**src/fsc_pkg.sv**
```systemverilog
// fsc_pkg: shared types, constants and plane tables for the frustum sphere cull unit
// no dependencies; used by the channel interfaces and every module of the block

package fsc_pkg;

   localparam int FRAC_BITS   = 16;
   localparam int NUM_PLANES  = 6;
   localparam int DATA_W      = 32;
   localparam int PROD_W      = 2 * DATA_W;
   localparam int ACC_W       = PROD_W + 2;
   localparam int DIV_W       = DATA_W + FRAC_BITS;
   localparam int MAT_DEPTH   = 16;
   localparam int MAT_AW      = $clog2(MAT_DEPTH);
   localparam int PLANE_DEPTH = NUM_PLANES * 4;
   localparam int PLANE_AW    = $clog2(PLANE_DEPTH);

   typedef enum logic [1:0] {
      KIND_LOAD_PROJ = 2'd0,
      KIND_LOAD_MV   = 2'd1,
      KIND_RECOMPUTE = 2'd2,
      KIND_QUERY     = 2'd3
   } kind_type;

   typedef enum logic [3:0] {
      ST_IDLE,
      ST_QRY_ISSUE,
      ST_QRY_DRAIN,
      ST_QRY_OUT,
      ST_CLIP_ISSUE,
      ST_CLIP_DRAIN,
      ST_PL_BASE,
      ST_PL_TERM,
      ST_PL_COMP,
      ST_SQ_MUL,
      ST_SQ_ACC,
      ST_ROOT_GO,
      ST_ROOT_WAIT,
      ST_DIV_GO,
      ST_DIV_WAIT
   } state_type;

   // clip column combined with column 3 for each plane
   function automatic logic [1:0] plane_row(input logic [2:0] p);
      logic [1:0] r;
      unique case (p)
         3'd0, 3'd1: r = 2'd0;
         3'd2, 3'd3: r = 2'd1;
         default:    r = 2'd2;
      endcase
      return r;
   endfunction

   // 1 adds the column, 0 subtracts it
   function automatic logic plane_add(input logic [2:0] p);
      logic a;
      unique case (p)
         3'd0, 3'd3, 3'd4: a = 1'b1;
         default:          a = 1'b0;
      endcase
      return a;
   endfunction

endpackage

```
**src/fsc_divider.sv**
```systemverilog
// fsc_divider: restoring unsigned divider, one quotient bit per cycle
// depends on fsc_pkg for widths

module fsc_divider (
   input  logic                            clock,
   input  logic                            reset,
   input  logic                            start,
   input  logic [fsc_pkg::DIV_W-1:0]       dividend,
   input  logic [fsc_pkg::DATA_W-1:0]      divisor,
   output logic                            done,
   output logic [fsc_pkg::DIV_W-1:0]       quotient
);

   localparam int CNT_W = $clog2(fsc_pkg::DIV_W);

   logic                          busy_ff, busy_in;
   logic                          done_ff, done_in;
   logic [CNT_W-1:0]              cnt_ff, cnt_in;
   logic [fsc_pkg::DATA_W-1:0]    rem_ff, rem_in;
   logic [fsc_pkg::DIV_W-1:0]     quot_ff, quot_in;
   logic [fsc_pkg::DATA_W-1:0]    den_ff, den_in;
   logic [fsc_pkg::DATA_W:0]      shifted;
   logic [fsc_pkg::DATA_W:0]      diff;

   assign shifted = {rem_ff, quot_ff[fsc_pkg::DIV_W-1]};
   assign diff    = shifted - {1'b0, den_ff};

   always_comb begin
      busy_in = busy_ff;
      done_in = 1'b0;
      cnt_in  = cnt_ff;
      rem_in  = rem_ff;
      quot_in = quot_ff;
      den_in  = den_ff;
      if (start) begin
         busy_in = 1'b1;
         cnt_in  = CNT_W'(fsc_pkg::DIV_W - 1);
         rem_in  = '0;
         quot_in = dividend;
         den_in  = divisor;
      end else if (busy_ff) begin
         if (!diff[fsc_pkg::DATA_W]) begin
            rem_in  = diff[fsc_pkg::DATA_W-1:0];
            quot_in = {quot_ff[fsc_pkg::DIV_W-2:0], 1'b1};
         end else begin
            rem_in  = shifted[fsc_pkg::DATA_W-1:0];
            quot_in = {quot_ff[fsc_pkg::DIV_W-2:0], 1'b0};
         end
         if (cnt_ff == '0) begin
            busy_in = 1'b0;
            done_in = 1'b1;
         end else begin
            cnt_in = cnt_ff - 1'b1;
         end
      end
   end

   always_ff @(posedge clock) begin
      if (reset) begin
         busy_ff <= 1'b0;
         done_ff <= 1'b0;
      end else begin
         busy_ff <= busy_in;
         done_ff <= done_in;
      end
      cnt_ff  <= cnt_in;
      rem_ff  <= rem_in;
      quot_ff <= quot_in;
      den_ff  <= den_in;
   end

   assign done     = done_ff;
   assign quotient = quot_ff;

endmodule
```
**config.mk**
```make
export PLATFORM = sky130hd
export DESIGN_NAME = fsc_divider
export DESIGN_NICKNAME = d
export VERILOG_FILES = /design/src/fsc_pkg.sv /design/src/fsc_divider.sv
export SDC_FILE = /design/constraint.sdc
export NUM_CORES = 1
export LEC_CHECK = 0
export BUFFER_PORTS_ARGS = -buffer_cell sky130_fd_sc_hd__buf_4
export CAP_MARGIN = 20
export CORE_ASPECT_RATIO = 0.6
export CORE_MARGIN = 2
export CORE_UTILIZATION = 60
export CTS_BUF_LIST = sky130_fd_sc_hd__clkbuf_4
export DETAILED_ROUTE_END_ITERATION = 10
export PLACE_DENSITY = 0.93
export RECOVER_POWER = 50
export SYNTH_ARGS = -nofsm -noshare
export SYNTH_HDL_FRONTEND = slang
export SYNTH_SLANG_ARGS = --single-unit
export TNS_END_PERCENT = 1
```
**constraint.sdc**
```tcl
create_clock -name clock -period 9 [get_ports clock]
set_clock_uncertainty 0.05 [all_clocks]
set_input_delay 1.8 -clock clock [delete_from_list [all_inputs] [get_ports clock]]
set_output_delay 1.8 -clock clock [all_outputs]
set_load 0.1 [all_outputs]
```
==> out/results.tsv <==
metric	value	unit
ys_seq_elements	120	
n_antenna_cell	0	
ys_top_cells_by_area	edfxtp_1 (36%), dfxtp_1 (12%), mux2_2 (8.3%)	
status	finished with violations	
path_clk_slew	0.10	ns
cts_sinks	120	
hold_path_end	rem_ff[29]$_SDFFE_PP0P_	
final_common_cell	edfxtp_1	
yosys.cell_types.count	60	
antenna_found_initial	0	
relSlewSlack	-0.6281	
h-tree-depth	4	
drtIter0Drc	605	
synthFlopType	edfxtp_1	
tightestPinTransition	2.442	ns
fin_cells	896	
drt_wl_total	16.83	mm
post_cts_buffers	0	
drive_gt1_frac	0.2259	
fin_crit_sh	0.5643	
viasPerCell	6.208	
worst_hold_path_type	register to register	
hold_buffers	0	
cts_tree	built	
r2r_slack	4.79	ns
grt_start_max_net_pins	69	
vias	5562	
cts.path.max_buffers	2	
most-common-layout-cells	edfxtp_1 (80), buf_4 (54), clkbuf_4 (49), clkbuf_1 (49), mux2_2 (48)	
rows	29	
wl_met1	6.974	mm
setup_tns	0	ns
rsz0062_at_grt	no	
setup_viol	0	
regToRegEndpoint	rem_ff[0]$_SDFFE_PP0P_	
violations	DRC, capacitance limit, slew limit	
synthesis.nets	744	
wl_per_cell	18.78	um
yosysSeqAreaShare	0.4801	
clk_latency	0.53	ns
placedCellCount	864	
worstPathMaxFanout	48	
first_pass_iters	11	
post_cts_resized	0	
reg2reg_from	quotient[47]$_DFFE_PP_	
syn_area	6671	sq um
coreArea	10700	sq um
top_layer	met4	
period_minus_slack	5.078	ns
gp_congestion	0.9527	
hold_viol_final	0	
hp-start	rem_ff[29]$_SDFFE_PP0P_	
synth_top_cell_by_area	edfxtp_1	
start_kind	input pin	
power_density	220.2	nW/um^2
critPathKind	input pin to register	
p_leak	3.235	nW
numPortBuffers	131	
ys.warnings.count	0	
die_area	12010	sq um
ff2ff_path_depth	12	
nNetsFinal	862	
grt_usage	0.2813	
gr-total-overflow	0	
met2WireLength	7.724	mm
syn_inst	626	
grt_pass1_vias	5293	
syn_area_per_cell	10.66	sq um
drv_slew	45	
synth-async-reset-ratio	0	
route.met3.wl	1.799	mm
grt_pass1_wl	26.65	mm
min_delay_path_depth	2	
crit_path_end_kind	register	
area_growth	17.59	%
synth_edf_count	80	
drcViolationCount	13	
crit_required	9.09	ns
ios	132	
ant_nets	0	
crit_arrival	5.17	ns
fp.dieH	85.68	um
synth.top_cell.area_share	0.3601	
drv_cap	1	
die_x	140.1	um
dp_hpwl	11.37	mm
clock-root-buffer	clkbuf_4	
ir_drop	0.0001439	V
whs	0.4518	ns
initial_core_util	0.6233	
max_freq	196.9	MHz
cts_buffers	17	
-- final cells by class --
cell class / instances / area (sq um)
Fill cell: 750 / 2859
Inverter: 42 / 157.7
Clock buffer: 18 / 135.1
Timing Repair Buffer: 134 / 822.0
Clock inverter: 14 / 205.2
Tap cell: 139 / 173.9
Sequential cell: 120 / 3203
Multi-Input combinational cell: 429 / 3148
-- power breakdown --
part,leakage (nW),total [mW],internal (mW),switching (mW)
Clock,0.175,0.456,0.249,0.208
Combinational,1.93,0.588,0.174,0.414
Sequential,1.13,0.684,0.650,0.0338
Total,3.23,1.73,1.07,0.655
-- worst max-delay path, cell delays in order --
cell and delay [ns]:
clkbuf_1 1.71, nor2_1 0.65, inv_2 0.96
-- through the flow --
stage	cell area (sq um)	utilization	setup WS, ns	total power, mW
after CTS	8029	0.7501	4.897	1.742
final	7845	0.7329	3.922	1.728
after global routing	7845	0.7329	3.748	1.796
after global placement	7689	0.7183	5.192	1.266
after detailed placement	7689	0.7183	4.969	1.286
after floorplan	6671	-	5.148	1.151
-- cells in the mapped netlist, drive strengths merged, types with 4 or more instances --
cell	n
edfxtp	80
mux2	49
inv	42
dfxtp	40
nor2	40
nand2	36
ha	34
nand3	32
o21ai	32
a21oi	28
clkbuf	24
a311oi	23
xnor2	22
a21o	17
nand4	12
buf	11
xor2	10
nand2b	9
a31oi	7
nor3	7
o211ai	7
o31ai	6
and3	5
or3	5
nor2b	4
-- kinds of logic after synthesis --
| kind of cell | share of synthesized area |
|---|---|
| xor+xnor | 0.04201 |
| flops | 0.4801 |
| compound gates | 0.1525 |
| simple gates | 0.1210 |
| fa+ha+maj | 0.06677 |
| mux | 0.08908 |
| buf+inv | 0.04857 |
-- worst max-delay path by stage --
stage / from / end / slack (ns)
6_report: start / quotient[10]$_DFFE_PP_ / 3.92
5_1_grt: start / quotient[16]$_DFFE_PP_ / 3.75
4_1_cts: quotient[47]$_DFFE_PP_ / rem_ff[0]$_SDFFE_PP0P_ / 4.90
3_5_place_dp: quotient[47]$_DFFE_PP_ / rem_ff[1]$_SDFFE_PP0P_ / 4.97
3_3_place_gp: quotient[47]$_DFFE_PP_ / rem_ff[26]$_SDFFE_PP0P_ / 5.19
2_1_floorplan: start / quotient[0]$_DFFE_PP_ / 5.15
-- metal layers --
layer	global-route usage	vias to the layer above
met5	0	-
met4	0.1111	0
met3	0.06588	43
met2	0.4581	340
met1	0.3713	2605
li1	-	2574
-- sequential cells by signal, indices dropped and copies added, names as in the netlist --
register,count
busy_ff,1
cnt_ff,6
den_ff,32
done,1
quotient,48
rem_ff,32
Power figures use the tool's default switching activity.
