**config.mk**
```make
export PLATFORM = sky130hd
export DESIGN_NAME = fsc_root
export DESIGN_NICKNAME = d
export VERILOG_FILES = /design/src/fsc_pkg.sv /design/src/fsc_root.sv
export SDC_FILE = /design/constraint.sdc
export NUM_CORES = 1
export LEC_CHECK = 0
export BUFFER_PORTS_ARGS = -buffer_cell sky130_fd_sc_hd__buf_2
export CORE_ASPECT_RATIO = 0.75
export CORE_MARGIN = 2
export CORE_UTILIZATION = 50
export CTS_BUF_LIST = sky130_fd_sc_hd__clkbuf_16
export CTS_CLUSTER_SIZE = 12
export DETAILED_ROUTE_END_ITERATION = 12
export GPL_ROUTABILITY_DRIVEN = 1
export PLACE_DENSITY = 0.68
export SETUP_SLACK_MARGIN = 0.2
export SLEW_MARGIN = 20
export SYNTH_ARGS = -nofsm -noshare
export SYNTH_HDL_FRONTEND = slang
export SYNTH_SLANG_ARGS = --single-unit
```
**constraint.sdc**
```tcl
create_clock -name clock -period 21.4 [get_ports clock]
set_clock_uncertainty 0.2 [all_clocks]
set_input_delay 6.42 -clock clock [delete_from_list [all_inputs] [get_ports clock]]
set_output_delay 6.42 -clock clock [all_outputs]
set_load 0.05 [all_outputs]
```
**src/fsc_pkg.sv**
```systemverilog
// fsc_pkg: shared types, constants and plane tables for the frustum sphere cull unit
// no dependencies; used by the channel interfaces and every module of the block

package fsc_pkg;

   localparam int FRAC_BITS   = 16;
   localparam int NUM_PLANES  = 6;
   localparam int DATA_W      = 32;
   localparam int PROD_W      = 2 * DATA_W;
   localparam int ACC_W       = PROD_W + 2;
   localparam int DIV_W       = DATA_W + FRAC_BITS;
   localparam int MAT_DEPTH   = 16;
   localparam int MAT_AW      = $clog2(MAT_DEPTH);
   localparam int PLANE_DEPTH = NUM_PLANES * 4;
   localparam int PLANE_AW    = $clog2(PLANE_DEPTH);

   typedef enum logic [1:0] {
      KIND_LOAD_PROJ = 2'd0,
      KIND_LOAD_MV   = 2'd1,
      KIND_RECOMPUTE = 2'd2,
      KIND_QUERY     = 2'd3
   } kind_type;

   typedef enum logic [3:0] {
      ST_IDLE,
      ST_QRY_ISSUE,
      ST_QRY_DRAIN,
      ST_QRY_OUT,
      ST_CLIP_ISSUE,
      ST_CLIP_DRAIN,
      ST_PL_BASE,
      ST_PL_TERM,
      ST_PL_COMP,
      ST_SQ_MUL,
      ST_SQ_ACC,
      ST_ROOT_GO,
      ST_ROOT_WAIT,
      ST_DIV_GO,
      ST_DIV_WAIT
   } state_type;

   // clip column combined with column 3 for each plane
   function automatic logic [1:0] plane_row(input logic [2:0] p);
      logic [1:0] r;
      unique case (p)
         3'd0, 3'd1: r = 2'd0;
         3'd2, 3'd3: r = 2'd1;
         default:    r = 2'd2;
      endcase
      return r;
   endfunction

   // 1 adds the column, 0 subtracts it
   function automatic logic plane_add(input logic [2:0] p);
      logic a;
      unique case (p)
         3'd0, 3'd3, 3'd4: a = 1'b1;
         default:          a = 1'b0;
      endcase
      return a;
   endfunction

endpackage

```
**src/fsc_root.sv**
```systemverilog
// fsc_root: iterative integer square root, one result bit per cycle
// depends on fsc_pkg for widths

module fsc_root (
   input  logic                            clock,
   input  logic                            reset,
   input  logic                            start,
   input  logic [fsc_pkg::PROD_W-1:0]      radicand,
   output logic                            done,
   output logic [fsc_pkg::DATA_W-1:0]      root
);

   localparam int STEP_W = $clog2(fsc_pkg::PROD_W / 2);

   logic                         busy_ff, busy_in;
   logic                         done_ff, done_in;
   logic [STEP_W-1:0]            step_ff, step_in;
   logic [fsc_pkg::PROD_W-1:0]   rem_ff, rem_in;
   logic [fsc_pkg::PROD_W-1:0]   res_ff, res_in;
   logic [fsc_pkg::PROD_W-1:0]   bit_val;
   logic [fsc_pkg::PROD_W-1:0]   trial;

   // bit weight 4^step
   assign bit_val = {{(fsc_pkg::PROD_W-1){1'b0}}, 1'b1} << {step_ff, 1'b0};
   assign trial   = res_ff + bit_val;

   always_comb begin
      busy_in = busy_ff;
      done_in = 1'b0;
      step_in = step_ff;
      rem_in  = rem_ff;
      res_in  = res_ff;
      if (start) begin
         busy_in = 1'b1;
         step_in = STEP_W'(fsc_pkg::PROD_W / 2 - 1);
         rem_in  = radicand;
         res_in  = '0;
      end else if (busy_ff) begin
         if (rem_ff >= trial) begin
            rem_in = rem_ff - trial;
            res_in = (res_ff >> 1) + bit_val;
         end else begin
            res_in = res_ff >> 1;
         end
         if (step_ff == '0) begin
            busy_in = 1'b0;
            done_in = 1'b1;
         end else begin
            step_in = step_ff - 1'b1;
         end
      end
   end

   always_ff @(posedge clock) begin
      if (reset) begin
         busy_ff <= 1'b0;
         done_ff <= 1'b0;
      end else begin
         busy_ff <= busy_in;
         done_ff <= done_in;
      end
      step_ff <= step_in;
      rem_ff  <= rem_in;
      res_ff  <= res_in;
   end

   assign done = done_ff;
   assign root = res_ff[fsc_pkg::DATA_W-1:0];

endmodule

```
==> impl_metrics.py <==
metrics = {
    "sta": {
        "setup_viol": 0,
        "hold_viol": 0,
        "final_max_slew_viol_count": 0,
        "hold_slack_ns": 0.308,
        "fmax_mhz": 113,
        "fin_crit_sh": 0.414,
        "timing.slew.headroom": 0.248,
        "rsz0062_at_grt": "false",
        "min_period_ns": 8.86,
        "fin_tns_setup_ns": 0,
        "tightestPinTransition_ns": 1.13,
    },
    "synthesis": {
        "synth_top_family_by_area": "compound AO/OA/AOI/OAI gates",
        "ys_seq_elements": 135,
        "synth-simple-area-share": 0.212,
        "synthMuxAreaShare": 0.0230,
        "synth_cells": 1973,
        "yosysWarnings": 0,
        "synth-edff-count": 64,
        "post-synth-top-area-cell": "edfxtp_1",
        "synth-xor-area-share": 0.0859,
        "ys_types": 100,
        "synthFlopType": "dfxtp_1",
        "yosysMostFrequentCell": "nand2_1",
        "synth_top_area_share": 0.126,
        "yosysSeqAreaShare": 0.219,
        "synth.net_count": 2174,
        "netlist_top_cells_area": "edfxtp_1 (13%), ha_1 (11%), dfxtp_1 (9.3%), nand2_1 (5.5%), xnor2_1 (5.4%)",
        "async_flop_share": 0,
        "synth.top_cells.by_count": "nand2_1 (226), nor2_1 (181), a21oi_1 (141), ha_1 (133), o21ai_0 (123)",
        "synth-compound-area-share": 0.295,
        "netlist_area_um2": 15300,
        "synth.avg_cell_area_um2": 7.75,
        "synthAdderAreaFrac": 0.111,
    },
    "power_and_ir_drop": {
        "power_w": 0.00189,
        "p_int_w": 0.000965,
        "p_comb_frac": 0.620,
        "switchingPower_w": 0.000922,
        "p_clk_frac": 0.145,
        "seq_power_share": 0.235,
        "leakage_nw": 6.16,
        "peakVddDrop_uv": 96.6,
        "powerDensity_nw_per_um2": 116,
        "swShare": 0.489,
    },
    "finish": {
        "design_area_um2": 16300,
        "final_nets": 2172,
        "fillers": 2941,
        "utilization": 0.539,
        "layout-drive-gt1-share": 0.103,
        "n_antenna_cell": 0,
        "area_growth_syn_to_layout_pct": 6.29,
    },
    "global_routing": {
        "antenna_found_initial": 1,
        "track_usage": 0.304,
        "grt_overflow": 0,
        "grt_pass1_vias": 13800,
        "grt_start_max_net_pins": 106,
        "grt_pass1_wl_um": 76300,
    },
    "clocking": {
        "root_buffer": "clkbuf_16",
        "cts.repair.resized": 0,
        "post_cts_buffers": 0,
        "clk_path_buf_depth": 2,
        "path_clk_slew_ns": 0.06,
        "numCtsBuffers": 17,
        "clk_latency_ns": 0.45,
        "htree_levels": 4,
        "cts_hold_buf": 0,
        "cts_sinks": 135,
        "cts_tree": "built",
    },
    "critical_path": {
        "r2r-end": "rem_ff[23]$_DFFE_PP_",
        "crit_path_max_fanout": 48,
        "crit_buf_inv": 3,
        "crit_chain": "buf_4 -> inv_1 -> buf_4 -> nand2_1 -> or2_2 -> o311a_1 -> nand2_1",
        "worstRegToRegCells": 23,
        "max_stage_delay_ns": 0.60,
        "crit_slowest_cell": "inv_1",
        "arrival_ns": 9.05,
        "r2r_slack_ns": 13.22,
        "cp_top_family": "buffers and inverters",
        "worstPathRequired_ns": 21.59,
        "r2r_start": "step_ff[0]$_SDFFE_PP1P_",
        "critical_path.endpoint_type": "register",
        "crit_type": "in -> reg",
        "start_kind": "input pin",
    },
    "route": {
        "first_pass_iters": 6,
        "viasPerCell": 6.46,
        "routedWlPerCell_um": 20.4,
        "drc": 0,
        "num_vias": 15400,
        "wirelength_um": 48700,
        "ant_nets": 0,
        "drt_iter0_drc": 2005,
    },
    "floorplan": {
        "die_y_um": 155,
        "core.rowCount": 55,
        "io_pins": 100,
        "core_area_um2": 30100,
        "initial_core_util": 0.507,
        "die_area_um2": 32000,
        "fp.dieW_um": 206,
    },
    "hold_path": {
        "min_to": "res_ff[0]$_SDFFE_PP0P_",
        "holdCritStartpoint": "res_ff[0]$_SDFFE_PP0P_",
        "hold_path_class": "reg -> reg",
        "hold_depth": 2,
    },
    "place": {
        "hpwlAfterDp_um": 37100,
        "postPlaceCellArea_um2": 15700,
        "port_buffers": 99,
        "gp_congestion": 0.984,
    },
    "job": {
        "maxCapViolCount": 0,
    },
    "run_status": {
        "outcome": "finished clean",
    },
}
==> flip-flops by register name (all words and copies together) (netlist names) <==
signal	cells
busy_ff	1
res_ff	64
rem_ff	64
done	1
step_ff	5
==> power by group through the flow <==
stage	clock [W]	combinational, W	sequential [W]
finish	0.000274	0.00117	0.000443
floorplan	0	0.000914	0.000413
CTS	0.000277	0.00114	0.000440
detailed placement	0	0.00113	0.000446
global route	0.000288	0.00129	0.000450
global placement	0	0.00112	0.000443
==> layout make-up <==
cell class	count	area, um^2	share of cell area
timing repair buffer	108	566	0.0348
clock buffer	18	450	0.0277
multi-input combinational	1660	11100	0.685
inverter	49	184	0.0113
clock inverter	14	70.1	0.00431
tap	399	499	0.0307
sequential	135	3350	0.206
==> how the worst max path moves through the flow <==
stage,from,endpoint,slack [ns],cells after the start
finish,start,res_ff[58]$_SDFFE_PP0P_,12.54,7
detailed placement,start,res_ff[58]$_SDFFE_PP0P_,12.07,7
global route,start,res_ff[58]$_SDFFE_PP0P_,12.46,7
floorplan,start,rem_ff[0]$_DFFE_PP_,11.05,4
global placement,start,res_ff[58]$_SDFFE_PP0P_,12.13,7
CTS,start,res_ff[58]$_SDFFE_PP0P_,12.54,7
==> worst reg2reg max path: stages (launching register included) <==
cell and delay [ns]:
dfxtp_1 0.38, inv_1 0.12, ha_1 0.26, nand2b_1 0.35, nor2_1 0.14, ha_1 0.26
ha_1 0.22, maj3_1 0.38, a31oi_1 0.41, o21ai_1 0.24, a31oi_1 0.32, o21ai_2 0.15
a31oi_1 0.55, o31ai_1 0.18, xnor2_1 0.18, ha_1 0.24, or3_1 0.38, a211o_1 0.27
a221o_1 0.39, or4_1 0.59, o22ai_4 0.19, buf_4 0.87, o21ai_4 0.08, buf_4 0.41
==> cells in the final DEF, fill, tap and decap left out, types with 12 or more instances in the layout <==
cell	instances
a211oi_1	42
a21o_1	44
a21oi_1	141
a311oi_1	12
a31o_2	15
a31oi_1	62
and2_1	20
and3_1	31
buf_2	98
clkbuf_16	18
dfxtp_1	70
edfxtp_1	64
ha_1	133
inv_1	53
mux2i_1	19
nand2_1	226
nand2b_1	20
nand3_1	32
nand4_1	34
nor2_1	181
nor2b_1	23
nor3_1	40
o211ai_1	15
o21a_1	28
o21ai_0	122
o21ai_1	21
o21bai_1	25
o31ai_1	15
or3_1	17
xnor2_1	94
xor2_1	56
==> routing by layer <==
metal / GRT usage / part of all wire
met3: 0.0656 / 0.098
met4: 0.0759 / 0.018
met2: 0.405 / 0.38
met5: 0 / 0.00027
met1: 0.480 / 0.51
==> through the flow <==
step / instances / setup slack [ns]
2_1_floorplan: 1973 / 11.05
3_3_place_gp: 2351 / 12.13
3_5_place_dp: 2351 / 12.07
4_1_cts: 2383 / 12.54
5_1_grt: 2383 / 12.46
6_report: 2383 / 12.54
==> cells by family (layout without fill, tap and decap cells) <==
family / count (synthesis) / after routing
compound gates: 663 / 663
xor+xnor: 150 / 150
fa+ha+maj: 136 / 136
buf+inv: 178 / 189
flops: 135 / 135
mux: 33 / 33
simple gates: 678 / 678
Power figures use the tool's default switching activity.
